===== src/rtl/i2cm_pkg.sv =====
// ============================================================================
// i2cm_pkg
// Shared sizes, the per-access control struct and the identification ROM
// image for the I2C master register block.
// ============================================================================
package i2cm_pkg;

  // Storage sizes and the widths that follow from them.
  localparam int RX_DEPTH  = 16;
  localparam int ROM_BYTES = 256;
  localparam int RX_AW     = $clog2(RX_DEPTH);
  localparam int RX_FW     = $clog2(RX_DEPTH + 1);
  localparam int PTR_W     = $clog2(ROM_BYTES);
  localparam int IMAGE_LEN = 136;

  // Stage-0 decisions of one accepted item, handed to the memory stage.
  typedef struct packed {
    logic              push;
    logic [RX_AW-1:0]  waddr;
    logic              pop_ok;
    logic [RX_AW-1:0]  raddr;
    logic [PTR_W-1:0]  rom_addr;
    logic              pop;
    logic [31:0]       value;
    logic              irq;
  } acc_t;

  typedef logic [ROM_BYTES-1:0][7:0]   rom_img_t;
  typedef logic [IMAGE_LEN-1:0][7:0]   img_t;
  typedef logic [255:0][PTR_W-1:0]     ptr_mod_t;

  localparam logic [7:0] VENDOR_TEXT [29] = '{
    8'h53, 8'h74, 8'h61, 8'h72, 8'h46, 8'h69, 8'h76, 8'h65, 8'h20, 8'h54,
    8'h65, 8'h63, 8'h68, 8'h6e, 8'h6f, 8'h6c, 8'h6f, 8'h67, 8'h79, 8'h20,
    8'h43, 8'h6f, 8'h2e, 8'h2c, 8'h20, 8'h4c, 8'h74, 8'h64, 8'h2e
  };

  localparam logic [7:0] PRODUCT_TEXT [31] = '{
    8'h56, 8'h46, 8'h37, 8'h31, 8'h31, 8'h30, 8'h41, 8'h31, 8'h2d, 8'h32,
    8'h32, 8'h32, 8'h38, 8'h2d, 8'h44, 8'h30, 8'h30, 8'h34, 8'h45, 8'h30,
    8'h30, 8'h30, 8'h2d, 8'h30, 8'h30, 8'h30, 8'h30, 8'h30, 8'h30, 8'h30,
    8'h31
  };

  localparam logic [7:0] HW_ADDR_A [6] = '{8'h6c, 8'hcf, 8'h39, 8'h6c, 8'hde, 8'had};
  localparam logic [7:0] HW_ADDR_B [6] = '{8'h6c, 8'hcf, 8'h39, 8'h7c, 8'hae, 8'h5d};

  // Bit-reflected CRC-16 with polynomial 0x8005 over a slice of the image.
  // Evaluated at elaboration only.
  function automatic logic [15:0] image_crc(input img_t img, input int base, input int n);
    logic [15:0] r;
    logic [15:0] res;
    logic        top;
    int          i;
    int          b;
    r = '0;
    res = '0;
    for (i = 0; i < n; i++) begin
      for (b = 0; b < 8; b++) begin
        top = r[15];
        r = {r[14:0], img[base + i][b]};
        if (top) r = r ^ 16'h8005;
      end
    end
    for (b = 0; b < 16; b++) begin
      top = r[15];
      r = {r[14:0], 1'b0};
      if (top) r = r ^ 16'h8005;
    end
    for (b = 0; b < 16; b++) begin
      res[15 - b] = r[b];
    end
    return res;
  endfunction

  // Identification image: a header and two records, each closed by its CRC.
  function automatic rom_img_t rom_image();
    img_t        img;
    rom_img_t    rom;
    logic [15:0] crc;
    int          i;
    img = '0;
    img[0] = 8'h53;
    img[1] = 8'h46;
    img[2] = 8'h56;
    img[3] = 8'h46;
    img[4] = 8'h03;
    img[6] = 8'h02;
    img[8] = 8'h88;
    // First record at byte 12.
    img[12] = 8'h01;
    img[14] = 8'h01;
    img[16] = 8'h58;
    img[40] = 8'h20;
    img[41] = 8'h20;
    for (i = 0; i < 29; i++) img[42 + i] = VENDOR_TEXT[i];
    for (i = 0; i < 31; i++) img[74 + i] = PRODUCT_TEXT[i];
    crc = image_crc(img, 12, 94);
    img[106] = crc[7:0];
    img[107] = crc[15:8];
    // Second record at byte 108.
    img[108] = 8'h04;
    img[110] = 8'h02;
    img[112] = 8'h14;
    img[116] = 8'h03;
    img[118] = 8'hb1;
    img[119] = 8'h41;
    for (i = 0; i < 6; i++) img[120 + i] = HW_ADDR_A[i];
    for (i = 0; i < 6; i++) img[126 + i] = HW_ADDR_B[i];
    crc = image_crc(img, 108, 26);
    img[134] = crc[7:0];
    img[135] = crc[15:8];
    rom = '0;
    for (i = 0; i < ROM_BYTES && i < IMAGE_LEN; i++) rom[i] = img[i];
    return rom;
  endfunction

  // Table of a written pointer byte reduced modulo the ROM size.
  function automatic ptr_mod_t ptr_mod_table();
    ptr_mod_t t;
    int       i;
    for (i = 0; i < 256; i++) t[i] = PTR_W'(i % ROM_BYTES);
    return t;
  endfunction

endpackage


===== src/rtl/i2cm_rom.sv =====
// ============================================================================
// i2cm_rom
// Identification ROM with a registered read port.
// ============================================================================
module i2cm_rom (
  input  logic                       clk,
  input  logic                       re,
  input  logic [i2cm_pkg::PTR_W-1:0] addr,
  output logic [7:0]                 rd_data
);

  localparam i2cm_pkg::rom_img_t ROM_IMAGE = i2cm_pkg::rom_image();

  logic [7:0] rd_data_r;

  // Registered table lookup.
  always_ff @(posedge clk) begin
    if (re) begin
      rd_data_r <= ROM_IMAGE[addr];
    end
  end

  assign rd_data = rd_data_r;

endmodule


===== src/rtl/i2cm_rx_ram.sv =====
// ============================================================================
// i2cm_rx_ram
// Receive FIFO storage: one write and one registered read port per cycle.
// A read of the entry written in the same cycle returns the new byte.
// ============================================================================
module i2cm_rx_ram (
  input  logic                       clk,
  input  logic                       we,
  input  logic [i2cm_pkg::RX_AW-1:0] waddr,
  input  logic [7:0]                 wdata,
  input  logic                       re,
  input  logic [i2cm_pkg::RX_AW-1:0] raddr,
  output logic [7:0]                 rd_data
);

  logic [7:0] mem [i2cm_pkg::RX_DEPTH];
  logic [7:0] rd_data_r;

  // Write port.
  always_ff @(posedge clk) begin
    if (we) begin
      mem[waddr] <= wdata;
    end
  end

  // Read port with write-first forwarding.
  always_ff @(posedge clk) begin
    if (re) begin
      rd_data_r <= (we && (waddr == raddr)) ? wdata : mem[raddr];
    end
  end

  assign rd_data = rd_data_r;

endmodule


===== src/rtl/i2cm_regs.sv =====
// ============================================================================
// i2cm_regs
// Register file and access decode. Updates the map registers on the cycle an
// item is accepted and tells the memory stage what to read and write.
// ============================================================================
module i2cm_regs (
  input  logic                clk,
  input  logic                rst_n,
  input  logic                cfg_we,
  input  logic                cfg_wdata,
  input  logic                fire,
  input  logic                cmd,
  input  logic [7:0]          offset,
  input  logic [31:0]         wdata,
  output i2cm_pkg::acc_t      acc
);

  localparam int RX_AW = i2cm_pkg::RX_AW;
  localparam int RX_FW = i2cm_pkg::RX_FW;
  localparam int PTR_W = i2cm_pkg::PTR_W;

  localparam i2cm_pkg::ptr_mod_t PTR_MOD = i2cm_pkg::ptr_mod_table();

  localparam logic CMD_WRITE = 1'b1;

  localparam logic [9:0] ROM_DEV_ADDR = 10'h050;

  // Register offsets.
  localparam logic [7:0] OFS_CON       = 8'h00;
  localparam logic [7:0] OFS_TAR       = 8'h04;
  localparam logic [7:0] OFS_SAR       = 8'h08;
  localparam logic [7:0] OFS_DATA_CMD  = 8'h10;
  localparam logic [7:0] OFS_INTR_STAT = 8'h2C;
  localparam logic [7:0] OFS_INTR_MASK = 8'h30;
  localparam logic [7:0] OFS_RAW_INTR  = 8'h34;
  localparam logic [7:0] OFS_RX_TL     = 8'h38;
  localparam logic [7:0] OFS_TX_TL     = 8'h3C;
  localparam logic [7:0] OFS_CLR_INTR  = 8'h40;
  localparam logic [7:0] OFS_CLR_RX_UN = 8'h44;
  localparam logic [7:0] OFS_CLR_ABRT  = 8'h54;
  localparam logic [7:0] OFS_CLR_STOP  = 8'h60;
  localparam logic [7:0] OFS_ENABLE    = 8'h6C;
  localparam logic [7:0] OFS_STATUS    = 8'h70;
  localparam logic [7:0] OFS_RXFLR     = 8'h78;
  localparam logic [7:0] OFS_SDA_HOLD  = 8'h7C;
  localparam logic [7:0] OFS_NACK      = 8'h84;
  localparam logic [7:0] OFS_DMA_CR    = 8'h88;
  localparam logic [7:0] OFS_DMA_TDLR  = 8'h8C;
  localparam logic [7:0] OFS_DMA_RDLR  = 8'h90;
  localparam logic [7:0] OFS_SDA_SETUP = 8'h94;
  localparam logic [7:0] OFS_ACK_GEN   = 8'h98;
  localparam logic [7:0] OFS_EN_STATUS = 8'h9C;
  localparam logic [7:0] OFS_COMP_PARM = 8'hF4;
  localparam logic [7:0] OFS_COMP_VER  = 8'hF8;
  localparam logic [7:0] OFS_COMP_TYPE = 8'hFC;

  localparam logic [31:0] COMP_PARAM = 32'h0002_0F0F;
  localparam logic [31:0] COMP_VER   = 32'h3230_312A;
  localparam logic [31:0] COMP_TYPE  = 32'h4457_0140;

  // Raw interrupt bits.
  localparam logic [9:0] IRQ_RX_UNDER = 10'h001;
  localparam logic [9:0] IRQ_RX_FULL  = 10'h004;
  localparam logic [9:0] IRQ_TX_EMPTY = 10'h010;
  localparam logic [9:0] IRQ_TX_ABRT  = 10'h040;
  localparam logic [9:0] IRQ_STOP_DET = 10'h200;

  logic             rom_present_r;
  logic [6:0]       con_r, con_nxt;
  logic [9:0]       tar_r, tar_nxt;
  logic [9:0]       sar_r, sar_nxt;
  logic [10:0]      mask_r, mask_nxt;
  logic [9:0]       raw_r, raw_nxt;
  logic [7:0]       rx_tl_r, rx_tl_nxt;
  logic [7:0]       tx_tl_r, tx_tl_nxt;
  logic             enable_r, enable_nxt;
  logic [31:0]      sda_hold_r, sda_hold_nxt;
  logic [7:0]       sda_setup_r, sda_setup_nxt;
  logic             ack_gen_r, ack_gen_nxt;
  logic [1:0]       dma_cr_r, dma_cr_nxt;
  logic [7:0]       dma_tdlr_r, dma_tdlr_nxt;
  logic [7:0]       dma_rdlr_r, dma_rdlr_nxt;
  logic             nack_r, nack_nxt;
  logic [PTR_W-1:0] ptr_r, ptr_nxt;
  logic [RX_FW-1:0] fill_r, fill_nxt;
  logic [RX_AW-1:0] head_r, head_nxt;

  logic             rom_here;
  logic [RX_AW:0]   tail_sum;
  logic [RX_AW-1:0] tail;
  logic [RX_AW-1:0] head_inc;
  logic [PTR_W-1:0] ptr_inc;
  logic             not_full;

  // FIFO and pointer address arithmetic.
  assign rom_here = rom_present_r && (tar_r == ROM_DEV_ADDR);
  assign tail_sum = (RX_AW+1)'(head_r) + (RX_AW+1)'(fill_r);
  assign tail     = (tail_sum >= (RX_AW+1)'(i2cm_pkg::RX_DEPTH))
                    ? RX_AW'(tail_sum - (RX_AW+1)'(i2cm_pkg::RX_DEPTH))
                    : RX_AW'(tail_sum);
  assign head_inc = (head_r == RX_AW'(i2cm_pkg::RX_DEPTH - 1)) ? '0 : head_r + 1'b1;
  assign ptr_inc  = (ptr_r == PTR_W'(i2cm_pkg::ROM_BYTES - 1)) ? '0 : ptr_r + 1'b1;
  assign not_full = (fill_r < RX_FW'(i2cm_pkg::RX_DEPTH));

  // Access decode and next register values.
  always_comb begin
    con_nxt       = con_r;
    tar_nxt       = tar_r;
    sar_nxt       = sar_r;
    mask_nxt      = mask_r;
    raw_nxt       = raw_r;
    rx_tl_nxt     = rx_tl_r;
    tx_tl_nxt     = tx_tl_r;
    enable_nxt    = enable_r;
    sda_hold_nxt  = sda_hold_r;
    sda_setup_nxt = sda_setup_r;
    ack_gen_nxt   = ack_gen_r;
    dma_cr_nxt    = dma_cr_r;
    dma_tdlr_nxt  = dma_tdlr_r;
    dma_rdlr_nxt  = dma_rdlr_r;
    nack_nxt      = nack_r;
    ptr_nxt       = ptr_r;
    fill_nxt      = fill_r;
    head_nxt      = head_r;

    acc          = '0;
    acc.waddr    = tail;
    acc.raddr    = head_r;
    acc.rom_addr = ptr_r;

    if (fire) begin
      if (cmd == CMD_WRITE) begin
        case (offset)
          OFS_CON:       con_nxt       = wdata[6:0];
          OFS_TAR:       tar_nxt       = wdata[9:0];
          OFS_SAR:       sar_nxt       = wdata[9:0];
          OFS_DATA_CMD: begin
            if (!rom_here) begin
              raw_nxt = raw_r | IRQ_TX_ABRT;
            end else if (wdata[8]) begin
              // Read the next ROM byte; a full FIFO drops it.
              if (not_full) begin
                acc.push = 1'b1;
                fill_nxt = fill_r + 1'b1;
              end
              ptr_nxt = ptr_inc;
              raw_nxt = raw_r | (not_full ? IRQ_RX_FULL : '0) | IRQ_STOP_DET | IRQ_TX_EMPTY;
            end else begin
              ptr_nxt = PTR_MOD[wdata[7:0]];
              raw_nxt = raw_r | IRQ_TX_EMPTY;
            end
          end
          OFS_INTR_MASK: mask_nxt      = wdata[10:0];
          OFS_RX_TL:     rx_tl_nxt     = wdata[7:0];
          OFS_TX_TL:     tx_tl_nxt     = wdata[7:0];
          OFS_ENABLE:    enable_nxt    = wdata[0];
          OFS_SDA_HOLD:  sda_hold_nxt  = wdata;
          OFS_NACK:      nack_nxt      = wdata[0];
          OFS_DMA_CR:    dma_cr_nxt    = wdata[1:0];
          OFS_DMA_TDLR:  dma_tdlr_nxt  = wdata[7:0];
          OFS_DMA_RDLR:  dma_rdlr_nxt  = wdata[7:0];
          OFS_SDA_SETUP: sda_setup_nxt = wdata[7:0];
          OFS_ACK_GEN:   ack_gen_nxt   = wdata[0];
          default: ;
        endcase
      end else begin
        case (offset)
          OFS_CON:       acc.value = 32'(con_r);
          OFS_TAR:       acc.value = 32'(tar_r);
          OFS_SAR:       acc.value = 32'(sar_r);
          OFS_DATA_CMD: begin
            acc.pop = 1'b1;
            if (fill_r == '0) begin
              // Underflow: return all ones in the low byte.
              acc.value = 32'h0000_00FF;
              raw_nxt   = raw_r | IRQ_RX_UNDER;
            end else begin
              acc.pop_ok = 1'b1;
              fill_nxt   = fill_r - 1'b1;
              head_nxt   = head_inc;
              if (fill_r == RX_FW'(1)) begin
                head_nxt = '0;
                raw_nxt  = raw_r & ~IRQ_RX_FULL;
              end
            end
          end
          OFS_INTR_STAT: acc.value = 32'(raw_r & mask_r[9:0]);
          OFS_INTR_MASK: acc.value = 32'(mask_r);
          OFS_RAW_INTR:  acc.value = 32'(raw_r);
          OFS_RX_TL:     acc.value = 32'(rx_tl_r);
          OFS_TX_TL:     acc.value = 32'(tx_tl_r);
          OFS_CLR_INTR:  raw_nxt   = '0;
          OFS_CLR_RX_UN: raw_nxt   = raw_r & ~IRQ_RX_UNDER;
          OFS_CLR_ABRT:  raw_nxt   = raw_r & ~IRQ_TX_ABRT;
          OFS_CLR_STOP:  raw_nxt   = raw_r & ~IRQ_STOP_DET;
          OFS_ENABLE:    acc.value = 32'(enable_r);
          OFS_STATUS: begin
            if (enable_r) begin
              acc.value = {28'b0, (fill_r != '0), 3'b110};
            end
          end
          OFS_RXFLR:     acc.value = 32'(fill_r);
          OFS_SDA_HOLD:  acc.value = sda_hold_r;
          OFS_NACK:      acc.value = 32'(nack_r);
          OFS_DMA_CR:    acc.value = 32'(dma_cr_r);
          OFS_DMA_TDLR:  acc.value = 32'(dma_tdlr_r);
          OFS_DMA_RDLR:  acc.value = 32'(dma_rdlr_r);
          OFS_SDA_SETUP: acc.value = 32'(sda_setup_r);
          OFS_ACK_GEN:   acc.value = 32'(ack_gen_r);
          OFS_EN_STATUS: acc.value = 32'(enable_r);
          OFS_COMP_PARM: acc.value = COMP_PARAM;
          OFS_COMP_VER:  acc.value = COMP_VER;
          OFS_COMP_TYPE: acc.value = COMP_TYPE;
          default: ;
        endcase
      end
    end

    // Interrupt line as it stands after the access.
    acc.irq = |(raw_nxt & mask_nxt[9:0]);
  end

  // Register update.
  always_ff @(posedge clk) begin
    if (!rst_n) begin
      rom_present_r <= 1'b0;
      con_r         <= 7'h63;
      tar_r         <= '0;
      sar_r         <= '0;
      mask_r        <= '0;
      raw_r         <= '0;
      rx_tl_r       <= '0;
      tx_tl_r       <= '0;
      enable_r      <= 1'b0;
      sda_hold_r    <= '0;
      sda_setup_r   <= '0;
      ack_gen_r     <= 1'b0;
      dma_cr_r      <= '0;
      dma_tdlr_r    <= '0;
      dma_rdlr_r    <= '0;
      nack_r        <= 1'b0;
      ptr_r         <= '0;
      fill_r        <= '0;
      head_r        <= '0;
    end else begin
      if (cfg_we) begin
        rom_present_r <= cfg_wdata;
      end
      con_r       <= con_nxt;
      tar_r       <= tar_nxt;
      sar_r       <= sar_nxt;
      mask_r      <= mask_nxt;
      raw_r       <= raw_nxt;
      rx_tl_r     <= rx_tl_nxt;
      tx_tl_r     <= tx_tl_nxt;
      enable_r    <= enable_nxt;
      sda_hold_r  <= sda_hold_nxt;
      sda_setup_r <= sda_setup_nxt;
      ack_gen_r   <= ack_gen_nxt;
      dma_cr_r    <= dma_cr_nxt;
      dma_tdlr_r  <= dma_tdlr_nxt;
      dma_rdlr_r  <= dma_rdlr_nxt;
      nack_r      <= nack_nxt;
      ptr_r       <= ptr_nxt;
      fill_r      <= fill_nxt;
      head_r      <= head_nxt;
    end
  end

endmodule


===== src/rtl/i2c_master_regs_with_eeprom.sv =====
// ============================================================================
// i2c_master_regs_with_eeprom
// Register model of an I2C master with an identification ROM on the bus.
// ============================================================================
// Usage:
//   Each input item is one 32-bit register access: in_tuser carries the
//   command (0 read, 1 write), in_tdata the offset and the write data.
//   Every item yields exactly one result item with the read data (zero for
//   writes) and the interrupt line as it stands after the access.
//   cfg_we/cfg_wdata set the "ROM answers at 0x50" flag while idle.
// Timing:
//   One item per cycle sustained while out_tready is high. Stage 0 updates
//   the registers and issues the ROM and receive-FIFO reads; stage 1 takes
//   the registered memory data and writes a fetched ROM byte into the FIFO
//   RAM; the result then sits in the output register. A result is presented
//   once its item has passed the stage-1 register and the output register.
//   A pop that follows a push to the same entry is served by write-first
//   forwarding in the FIFO RAM.
// Reset and stall:
//   Synchronous reset clears the register map, FIFO level and valid bits; the
//   ROM is a constant table and needs no initialization. With a result waiting
//   on low out_tready, an empty stage 1 takes a last item; then in_tready is low.
// ============================================================================
module i2c_master_regs_with_eeprom (
  input  logic        clk,
  input  logic        rst_n,
  // Input items.
  input  logic        in_tvalid,
  output logic        in_tready,
  input  logic [39:0] in_tdata,   // [7:0] reg_offset, [39:8] write_value
  input  logic        in_tuser,   // [0] command
  // Result items.
  output logic        out_tvalid,
  input  logic        out_tready,
  output logic [39:0] out_tdata,  // [31:0] read_value, [32] irq_level, [39:33] zero
  // Configuration.
  input  logic        cfg_we,
  input  logic        cfg_wdata
);

  i2cm_pkg::acc_t acc;
  i2cm_pkg::acc_t s1_r;
  logic           s1_valid_r;
  logic           s1_go;
  logic           in_fire;
  logic [7:0]     rom_rd;
  logic [7:0]     ram_rd;
  logic           out_valid_r;
  logic [31:0]    out_data_r, out_data_nxt;
  logic           out_irq_r;

  assign s1_go     = !out_valid_r || out_tready;
  assign in_tready = !s1_valid_r || s1_go;
  assign in_fire   = in_tvalid && in_tready;

  // Register file and decode.
  i2cm_regs u_regs (
    .clk       (clk),
    .rst_n     (rst_n),
    .cfg_we    (cfg_we),
    .cfg_wdata (cfg_wdata),
    .fire      (in_fire),
    .cmd       (in_tuser),
    .offset    (in_tdata[7:0]),
    .wdata     (in_tdata[39:8]),
    .acc       (acc)
  );

  // Identification ROM.
  i2cm_rom u_rom (
    .clk     (clk),
    .re      (in_fire && acc.push),
    .addr    (acc.rom_addr),
    .rd_data (rom_rd)
  );

  // Receive FIFO storage.
  i2cm_rx_ram u_rx_ram (
    .clk     (clk),
    .we      (s1_valid_r && s1_r.push),
    .waddr   (s1_r.waddr),
    .wdata   (rom_rd),
    .re      (in_fire && acc.pop_ok),
    .raddr   (acc.raddr),
    .rd_data (ram_rd)
  );

  // Result value: FIFO byte for a successful pop, else the decoded value.
  assign out_data_nxt = s1_r.pop_ok ? 32'(ram_rd) : s1_r.value;

  // Stage 1 and output register.
  always_ff @(posedge clk) begin
    if (!rst_n) begin
      s1_valid_r  <= 1'b0;
      out_valid_r <= 1'b0;
    end else begin
      if (in_fire) begin
        s1_valid_r <= 1'b1;
      end else if (s1_go) begin
        s1_valid_r <= 1'b0;
      end
      if (s1_go) begin
        out_valid_r <= s1_valid_r;
      end
    end
  end

  always_ff @(posedge clk) begin
    if (in_fire) begin
      s1_r <= acc;
    end
    if (s1_go && s1_valid_r) begin
      out_data_r <= out_data_nxt;
      out_irq_r  <= s1_r.irq;
    end
  end

  assign out_tvalid = out_valid_r;
  assign out_tdata  = {7'b0, out_irq_r, out_data_r};

  // A single access never both pushes and pops the receive FIFO.
  assert property (@(posedge clk) disable iff (!rst_n)
    in_fire |-> !(acc.push && acc.pop))
    else $error("FIFO push and pop decoded for one access");

  // An accepted push reaches stage 1 and drives the FIFO write next cycle.
  assert property (@(posedge clk) disable iff (!rst_n)
    (in_fire && acc.push) |=> (s1_valid_r && s1_r.push))
    else $error("Accepted push did not reach the FIFO write stage");

  // An underflowing pop carries the all-ones byte and no memory data.
  assert property (@(posedge clk) disable iff (!rst_n)
    (s1_valid_r && s1_r.pop && !s1_r.pop_ok) |-> (s1_r.value == 32'h0000_00FF))
    else $error("Underflow pop does not return the fill byte");

  // A successful pop only happens from a read access, never with a push.
  assert property (@(posedge clk) disable iff (!rst_n)
    (s1_valid_r && s1_r.pop_ok) |-> (s1_r.pop && !s1_r.push))
    else $error("FIFO read data selected for a non-pop access");

endmodule


===== config.mk =====
export PLATFORM = sky130hd
export DESIGN_NAME = i2c_master_regs_with_eeprom
export DESIGN_NICKNAME = d
export VERILOG_FILES = /design/src/rtl/i2cm_pkg.sv /design/src/rtl/i2cm_rom.sv /design/src/rtl/i2cm_rx_ram.sv /design/src/rtl/i2cm_regs.sv /design/src/rtl/i2c_master_regs_with_eeprom.sv
export SDC_FILE = /design/constraint.sdc
export NUM_CORES = 1
export LEC_CHECK = 0
export BUFFER_PORTS_ARGS = -buffer_cell sky130_fd_sc_hd__buf_4
export CORE_AREA = 10 10 215 217
export CTS_BUF_LIST = sky130_fd_sc_hd__clkbuf_16
export DETAILED_ROUTE_END_ITERATION = 10
export DIE_AREA = 0 0 225 227
export HOLD_SLACK_MARGIN = 0.15
export PLACE_DENSITY = 0.66
export SLEW_MARGIN = 20
export SYNTH_ARGS = -nofsm -noshare
export SYNTH_HDL_FRONTEND = slang
export SYNTH_SLANG_ARGS = --single-unit
export TNS_END_PERCENT = 1

===== constraint.sdc =====
create_clock -name clk -period 7.14 [get_ports clk]
set_input_delay 0.357 -clock clk [delete_from_list [all_inputs] [get_ports clk]]
set_output_delay 0.357 -clock clk [all_outputs]
set_load 0.02 [all_outputs]

==> results of run 1 <==
-- power by group through the flow --
stage	clock, mW	combinational (mW)	sequential, mW
after global placement	0	0.144	2.27
after CTS	1.81	0.158	2.22
after global routing	1.88	0.174	2.22
after floorplan	0	0.0753	2.27
after detailed placement	0	0.145	2.27
final	1.77	0.162	2.22
-- synthesized netlist by cell type (7+ instances only) --
cell      instances  area share, %
and3_1            9           0.34
o21ai_0          43            1.3
nor2b_1          34            1.3
inv_1            30           0.68
nor3_1           21           0.63
clkbuf_1         77            1.7
dfxtp_1         145             17
a21oi_1         102            3.1
buf_4            10           0.45
nand4_1           8           0.30
nand2_1         200            4.5
nand3_1          22           0.66
mux2i_1          69            4.2
a31oi_1          12           0.45
a221oi_1         10           0.53
and2_1           15           0.57
o211ai_1          8           0.36
nand2b_1         11           0.41
nor2_1          126            2.8
a211oi_1         11           0.50
mux4_2           41            5.6
buf_2            15           0.45
ha_1             21            1.6
edfxtp_1        216             39
o22ai_1           7           0.26
a22oi_1          37            1.7
mux2_2           19            1.3
-- placed cells by master, fill, tap and decap left out, types with 12 or more instances in the layout --
master,n
a21oi_1,102
a22oi_1,37
a31oi_1,12
and2_1,15
buf_4,96
clkbuf_16,37
dfxtp_1,144
dlygate4sd3_1,28
edfxtp_1,216
ha_1,21
inv_1,46
mux2_2,19
mux2i_1,69
mux4_2,41
nand2_1,199
nand3_1,22
nor2_1,124
nor2b_1,34
nor3_1,19
o21ai_0,43
-- metal layers --
metal	vias up	GRT usage, %	wire (um)
met5	-	0	30
met4	4	5.51	1150
met3	87	3.38	3300
met2	463	26.0	20000
met1	5746	22.0	18400
li1	5508	-	-
-- flip-flops by register name, indices dropped and copies added (netlist names), 5 cells and up --
| register | flops |
|---|---|
| u_regs.sar_r | 10 |
| u_regs.sda_hold_r | 32 |
| s1_r | 39 |
| out_data_r | 32 |
| u_regs.mask_r | 11 |
| u_regs.rx_tl_r | 8 |
| u_regs.dma_rdlr_r | 8 |
| u_regs.sda_setup_r | 8 |
| u_regs.raw_r | 10 |
| u_rx_ram.mem | 128 |
| u_regs.ptr_r | 8 |
| u_rom.rd_data | 8 |
| u_regs.tx_tl_r | 8 |
| u_rx_ram.rd_data | 8 |
| u_regs.fill_r | 5 |
| u_regs.con_r | 7 |
| u_regs.dma_tdlr_r | 8 |
| u_regs.tar_r | 10 |
-- critical path, cell delays in order, from the launching register on --
cell	delay (ns)
dfxtp_1	0.48
inv_1	0.21
ha_1	0.58
nor2b_1	0.44
a21oi_1	0.07
mux4_2	0.49
o21ai_0	0.23
a22oi_1	0.14
a21oi_1	0.23
-- worst min-delay path by stage --
stage / to / slack (ns) / start / cells after the start
2_1_floorplan: out_irq_r / 0.40 / s1_r[0] / 0
3_3_place_gp: u_regs.sda_hold_r[15] / 0.44 / u_regs.sda_hold_r[15] / 2
3_5_place_dp: u_regs.sda_hold_r[19] / 0.45 / u_regs.sda_hold_r[19] / 2
4_1_cts: u_regs.sda_setup_r[7] / 0.15 / in_tdata[15] / 3
5_1_grt: u_regs.sda_setup_r[4] / 0.16 / in_tdata[12] / 3
6_report: u_regs.sda_setup_r[7] / 0.17 / in_tdata[15] / 3
-- through the flow --
| step | utilization (%) | setup slack (ns) | cells | total power [mW] | hold slack (ns) |
|---|---|---|---|---|---|
| after floorplan | - | 3.83 | 1468 | 2.35 | 0.400 |
| after global placement | 42.0 | 4.05 | 1990 | 2.41 | 0.439 |
| after detailed placement | 42.0 | 4.01 | 1990 | 2.41 | 0.446 |
| after CTS | 45.3 | 4.18 | 2084 | 4.19 | 0.150 |
| after global routing | 45.4 | 3.98 | 2086 | 4.28 | 0.163 |
| final | 45.4 | 4.12 | 2086 | 4.15 | 0.167 |
-- logic make-up (layout without fill, tap and decap cells) --
| logic type | after synthesis | in the layout | synth area share, % |
|---|---|---|---|
| compound gates | 290 | 290 | 11.6 |
| other cells | 1 | 7 | 0.0226 |
| mux | 129 | 129 | 11.0 |
| buf+inv | 145 | 224 | 3.84 |
| simple gates | 504 | 504 | 14.8 |
| flops | 361 | 361 | 56.6 |
| fa+ha+maj | 22 | 22 | 1.70 |
| xor+xnor | 10 | 10 | 0.528 |
-- final cells by class --
class / count / area, um2 / share of cell area (%)
repair buffers: 126 / 1050 / 5.53
clock buffers: 37 / 926 / 4.88
multi-input cells: 962 / 6640 / 35.0
flip-flops and latches: 361 / 9390 / 49.5
clock inverters: 29 / 174 / 0.917
inverters: 32 / 123 / 0.646
well taps: 539 / 674 / 3.55
==> qor.txt, run 1 <==
Status - completed
Max Fclk - 331 MHz
Logic gate share of total power - 3.9%
DRT Pass-1 Iters - 5
Worst Setup Path Type - reg2reg
Worst r2r path cells - 8
WL per Instance - 20.6 um
Net Sw Power - 0.898 mW
Antenna diodes - 0
Die Area - 0.0511 mm2
Gates resized, CTS repair - 0
TritonCTS clock tree - done
H-Tree Depth - 2
Rel. slew slack - 25.5%
Root buffer cell - clkbuf_16
Detail Route Antenna Nets - 0
Placed inst area - 0.0175 mm2
RR Endpoint - u_rom.rd_data[1]
Final global-route overflow total - 0
CP max FO - 16
Data arrival time of the critical path - 3.39 ns
Leakage power - 6.33 nW
Largest net degree at the start of global routing - 84
Worst skew pair latency - 0.54 ns
Final hold violations - 0
RSZ-0062 raised after global routing - false
Worst Skew - 0.0204 ns
Iter 0 DRT Violations - 1369
Global-route wire length before repair - 66200 um
Crit. End Element - flop
Fin crit share - 42.3%
Sequential area share after synthesis - 56.6%
Synth-to-layout area growth - 14.3%
Power Dens Cells - 219 mW/mm2
Vias per cell - 5.66
Fin area - 0.0190 mm2
Vias in the first global route - 11300
Starting density of the core - 39.8%
CP Launch Type - flop
Core area - 0.0418 mm2
Avg Synthesized Cell Area - 11.4 um2
Fill count - 3762
Setup TNS - 0 ns
Worst reg2reg startpoint - u_regs.ptr_r[1]
Int Power - 3.25 mW
Hold Path Class - in2reg
CP required - 7.51 ns
Number of distinct library cells after synthesis - 85
Final worst path period need - 3.02 ns
Final WL - 42900 um
Max IR drop VDD - 0.000175 V
Warnings, synthesis - 0
Seq cells post-synth - 361
Final HPWL DP - 29200 um
Ys flop type - edfxtp_1
Rows - 75
Layout Nets - 1589
Max-slew violations - 0
Switching part of the total - 21.6%
Mapped Cells - 1462
Share of cells above drive strength 1 - 15.4%
Ys async rst share - 0%
R2R setup slack - 4.12 ns
Die boundary height - 227 um
Share of total power in sequential cells - 53.5%
Residual DRC - 0
Clock slew at reported path FFs - 0.06 ns
Syn Std Cell Area - 0.0166 mm2
Die width - 225 um
Number of antenna violations at the first check in global routing - 3
Clock Power Share - 42.6%
Routability Congestion - 0.931
Max clock buf depth - 3
Total GRT Usage - 16.4%
Num CTS Buffers - 37
Top Ports - 89
Post-CTS Setup Bufs - 0
Via count - 11800
Cts hold-fix bufs - 28
Number of enable flip-flop cells after synthesis - 216
Max Cap Viol - 0
I/O Buffers - 81
Worst Setup EP - u_rom.rd_data[1]
Final setup fails - 0
Crit path from - u_regs.ptr_r[1]
TritonCTS Sinks - 361
Worst slew pin tran - 1.11 ns
(Power assumes the default switching activity.)
==> inputs of run 2 (changes only) <==
--- a/config.mk
+++ b/config.mk
@@ -11,7 +11,7 @@
 export DETAILED_ROUTE_END_ITERATION = 10
 export DIE_AREA = 0 0 225 227
 export HOLD_SLACK_MARGIN = 0.15
-export PLACE_DENSITY = 0.66
+export PLACE_DENSITY = 0.68
 export SLEW_MARGIN = 20
 export SYNTH_ARGS = -nofsm -noshare
 export SYNTH_HDL_FRONTEND = slang
==> constraint.sdc (replaced) <==
create_clock -name clk -period 2.5 [get_ports clk]
set_input_delay 0.125 -clock clk [delete_from_list [all_inputs] [get_ports clk]]
set_output_delay 0.125 -clock clk [all_outputs]
set_load 0.02 [all_outputs]
==> qor.txt, run 2 (synthesis results as in run 1) <==
Status - completed (unchanged)
Die Area - 0.0511 mm2 (unchanged)
Die boundary height - 227 um (unchanged)
Most common cell after layout, fill and taps aside - edfxtp_1 (unchanged)
CP required - 2.90 ns (was 7.51 ns)
Top Metal Used - met5 (unchanged)
I/O Buffers - 81 (unchanged)
Net Sw Power - 2.72 mW (was 0.898 mW)
Layout Nets - 1695 (was 1589)
Final HPWL DP - 31600 um (was 29200 um)
Final hold violations - 0 (unchanged)
Residual DRC - 0 (unchanged)
Hold Path Class - in2reg (unchanged)
Num CTS Buffers - 39 (was 37)
Data arrival time of the critical path - 2.81 ns (was 3.39 ns)
RSZ-0062 raised after global routing - false (unchanged)
Top Ports - 89 (unchanged)
Metal2 WL - 22100 um (was 20000 um)
Core area - 0.0418 mm2 (unchanged)
Share of cells above drive strength 1 - 20.5% (was 15.4%)
Int Power - 9.87 mW (was 3.25 mW)
DRT Pass-1 Iters - 8 (was 5)
Max-slew violations - 0 (unchanged)
Fill count - 3669 (was 3762)
Max clock buf depth - 3 (unchanged)
Die width - 225 um (unchanged)
Max Cap Viol - 0 (unchanged)
Slowest-stage cell, CP - or4_1 (was ha_1)
Max IR drop VDD - 0.000378 V (was 0.000175 V)
Largest net degree at the start of global routing - 55 (was 84)
Total GRT Usage - 18.0% (was 16.4%)
Logic gate share of total power - 4.0% (was 3.9%)
Vias per cell - 5.67 (was 5.66)
Leakage power - 6.92 nW (was 6.33 nW)
Final global-route overflow total - 0 (unchanged)
Rel. slew slack - 51.0% (was 25.5%)
Dpl ws - 0.0977 ns (was 4.01 ns)
Switching part of the total - 21.6% (about the same)
Share of total power in sequential cells - 50.4% (was 53.5%)
Wl on met1 - 19900 um (was 18400 um)
Met3 wire len - 3340 um (was 3300 um)
CP Buf/Inv Count - 3 (was 1)
TritonCTS clock tree - done (unchanged)
Global-route wire length before repair - 72000 um (was 66200 um)
Post-CTS Setup Bufs - 0 (unchanged)
Worst-path cell chain - dlygate4sd3_1 > buf_4 > or4_1 > nor2_2 > a22oi_1 > nand4_1 > a211oi_1 > buf_4 > nor2_1 (was inv_1 > ha_1 > nor2b_1 > a21oi_1 > mux4_2 > o21ai_0 > a22oi_1 > a21oi_1)
Clock slew at reported path FFs - 0.06 ns (about the same)
Number of antenna violations at the first check in global routing - 2 (was 3)
Final setup fails - 0 (unchanged)
Max Fclk - 415 MHz
Placed inst area - 0.0184 mm2 (was 0.0175 mm2)
Largest delay share family, worst path - simple AND/OR/NAND/NOR gates (was compound AO/OA/AOI/OAI gates)
WL per Instance - 21.2 um (was 20.6 um)
Rows - 75 (unchanged)
Most frequent cells in the layout - edfxtp_1 (216), nand2_1 (200), buf_4 (178) (was edfxtp_1 (216), nand2_1 (199), dfxtp_1 (144))
Top reg by flops - u_rx_ram.mem (unchanged)
Synth-to-layout area growth - 20.9% (was 14.3%)
Final WL - 46600 um (was 42900 um)
Worst skew pair latency - 0.57 ns (was 0.54 ns)
End-of-flow core utilization - 48.1% (was 45.4%)
CP Launch Type - primary input (was flop)
CP max FO - 15 (was 16)
Root buffer cell - clkbuf_16 (unchanged)
Detail Route Antenna Nets - 0 (unchanged)
Max reg flops - 128 (unchanged)
Crit-path most repeated cell - buf_4 (was a21oi_1)
Iter 0 DRT Violations - 1514 (was 1369)
Power Dens Cells - 627 mW/mm2 (was 219 mW/mm2)
TritonCTS Sinks - 361 (unchanged)
Crit. End Element - flop (unchanged)
Starting density of the core - 39.8% (unchanged)
Worst Skew - 0.0200 ns (was 0.0204 ns)
Via count - 12500 (was 11800)
Fin area - 0.0201 mm2 (was 0.0190 mm2)
Clock Power Share - 45.6% (was 42.6%)
R2R setup slack - 0.15 ns (was 4.12 ns)
H-Tree Depth - 2 (unchanged)
Max incr delay on CP - 0.74 ns (was 0.58 ns)
Worst Slack Setup Final - 0.0910 ns (was 4.12 ns)
Worst slew pin tran - 0.734 ns (was 1.11 ns)
Vias in the first global route - 12100 (was 11300)
Final worst path period need - 2.41 ns
Hold_ws - 0.205 ns (was 0.167 ns)
Worst Setup Path Type - in2reg (was reg2reg)
Biggest regs - u_rx_ram.mem (128), s1_r (39) (unchanged)
Routability Congestion - 0.949 (was 0.931)
Setup TNS - 0 ns (unchanged)
Fin crit share - 96.4%
-- run 2: changes by cell type in the layout (fill, tap and decap cells not counted), sizes merged --
cell	change
buf	+91
dlygate4sd3	+13
inv	-6
clkinv	+4
bufinv	+3
clkbuf	+3
clkinvlp	+2
diode	+1
-- run 2: final timing paths --
check,from,to,cells after the start
worst max-delay path,in_tdata[4],s1_r[7],9
worst min-delay path,in_tdata[1],u_regs.enable_r,6
worst max register to register,u_regs.fill_r[0],s1_r[3],8
worst min register to register,u_regs.sda_hold_r[27],u_regs.sda_hold_r[27],2
-- run 2: stage by stage --
step	cells	power (mW)
5_1_grt	2197	13.0
6_report	2197	12.6
2_1_floorplan	1468	6.71
3_5_place_dp	2083	6.92
4_1_cts	2196	12.7
3_3_place_gp	2083	6.92
-- run 2: power groups by stage --
stage                     logic (mW)  registers, mW  clock network, mW
after floorplan                0.215           6.49                  0
after global placement         0.444           6.47                  0
after detailed placement       0.445           6.47                  0
after CTS                      0.499           6.35               5.84
after global routing           0.536           6.35               6.09
final                          0.504           6.35               5.74
-- run 2: cell type report --
cell class              instances  area [um2]  area share (%)
well taps                     539         674            3.36
diodes                          1        2.50          0.0125
inverters                      32         126           0.630
clock buffers                  40        1000            4.99
repair buffers                230        1970            9.80
flip-flops and latches        361        9390            46.8
clock inverters                32         283            1.41
multi-input cells             962        6630            33.0
-- run 2: repair_timing --
item	in CTS	in global routing
endpoints found under the setup margin	0	3
endpoints found under the hold margin	139	0
hold buffers	41	0
resized for setup	0	2
-- run 2: worst register-to-register path: stages, from the launching register on --
cell and delay [ns]:
dfxtp_1 0.33, inv_1 0.08, ha_1 0.23, nor4b_1 0.16
buf_4 0.19, a22oi_1 0.28, nand2_1 0.15, nor4b_1 0.55
nor2_1 0.11
-- run 2: metal layers --
layer | track usage, % | vias up
met2 | 29.1 | 489
met1 | 24.0 | 6157
met3 | 3.32 | 88
met5 | 0 | -
li1 | - | 5717
met4 | 6.25 | 2
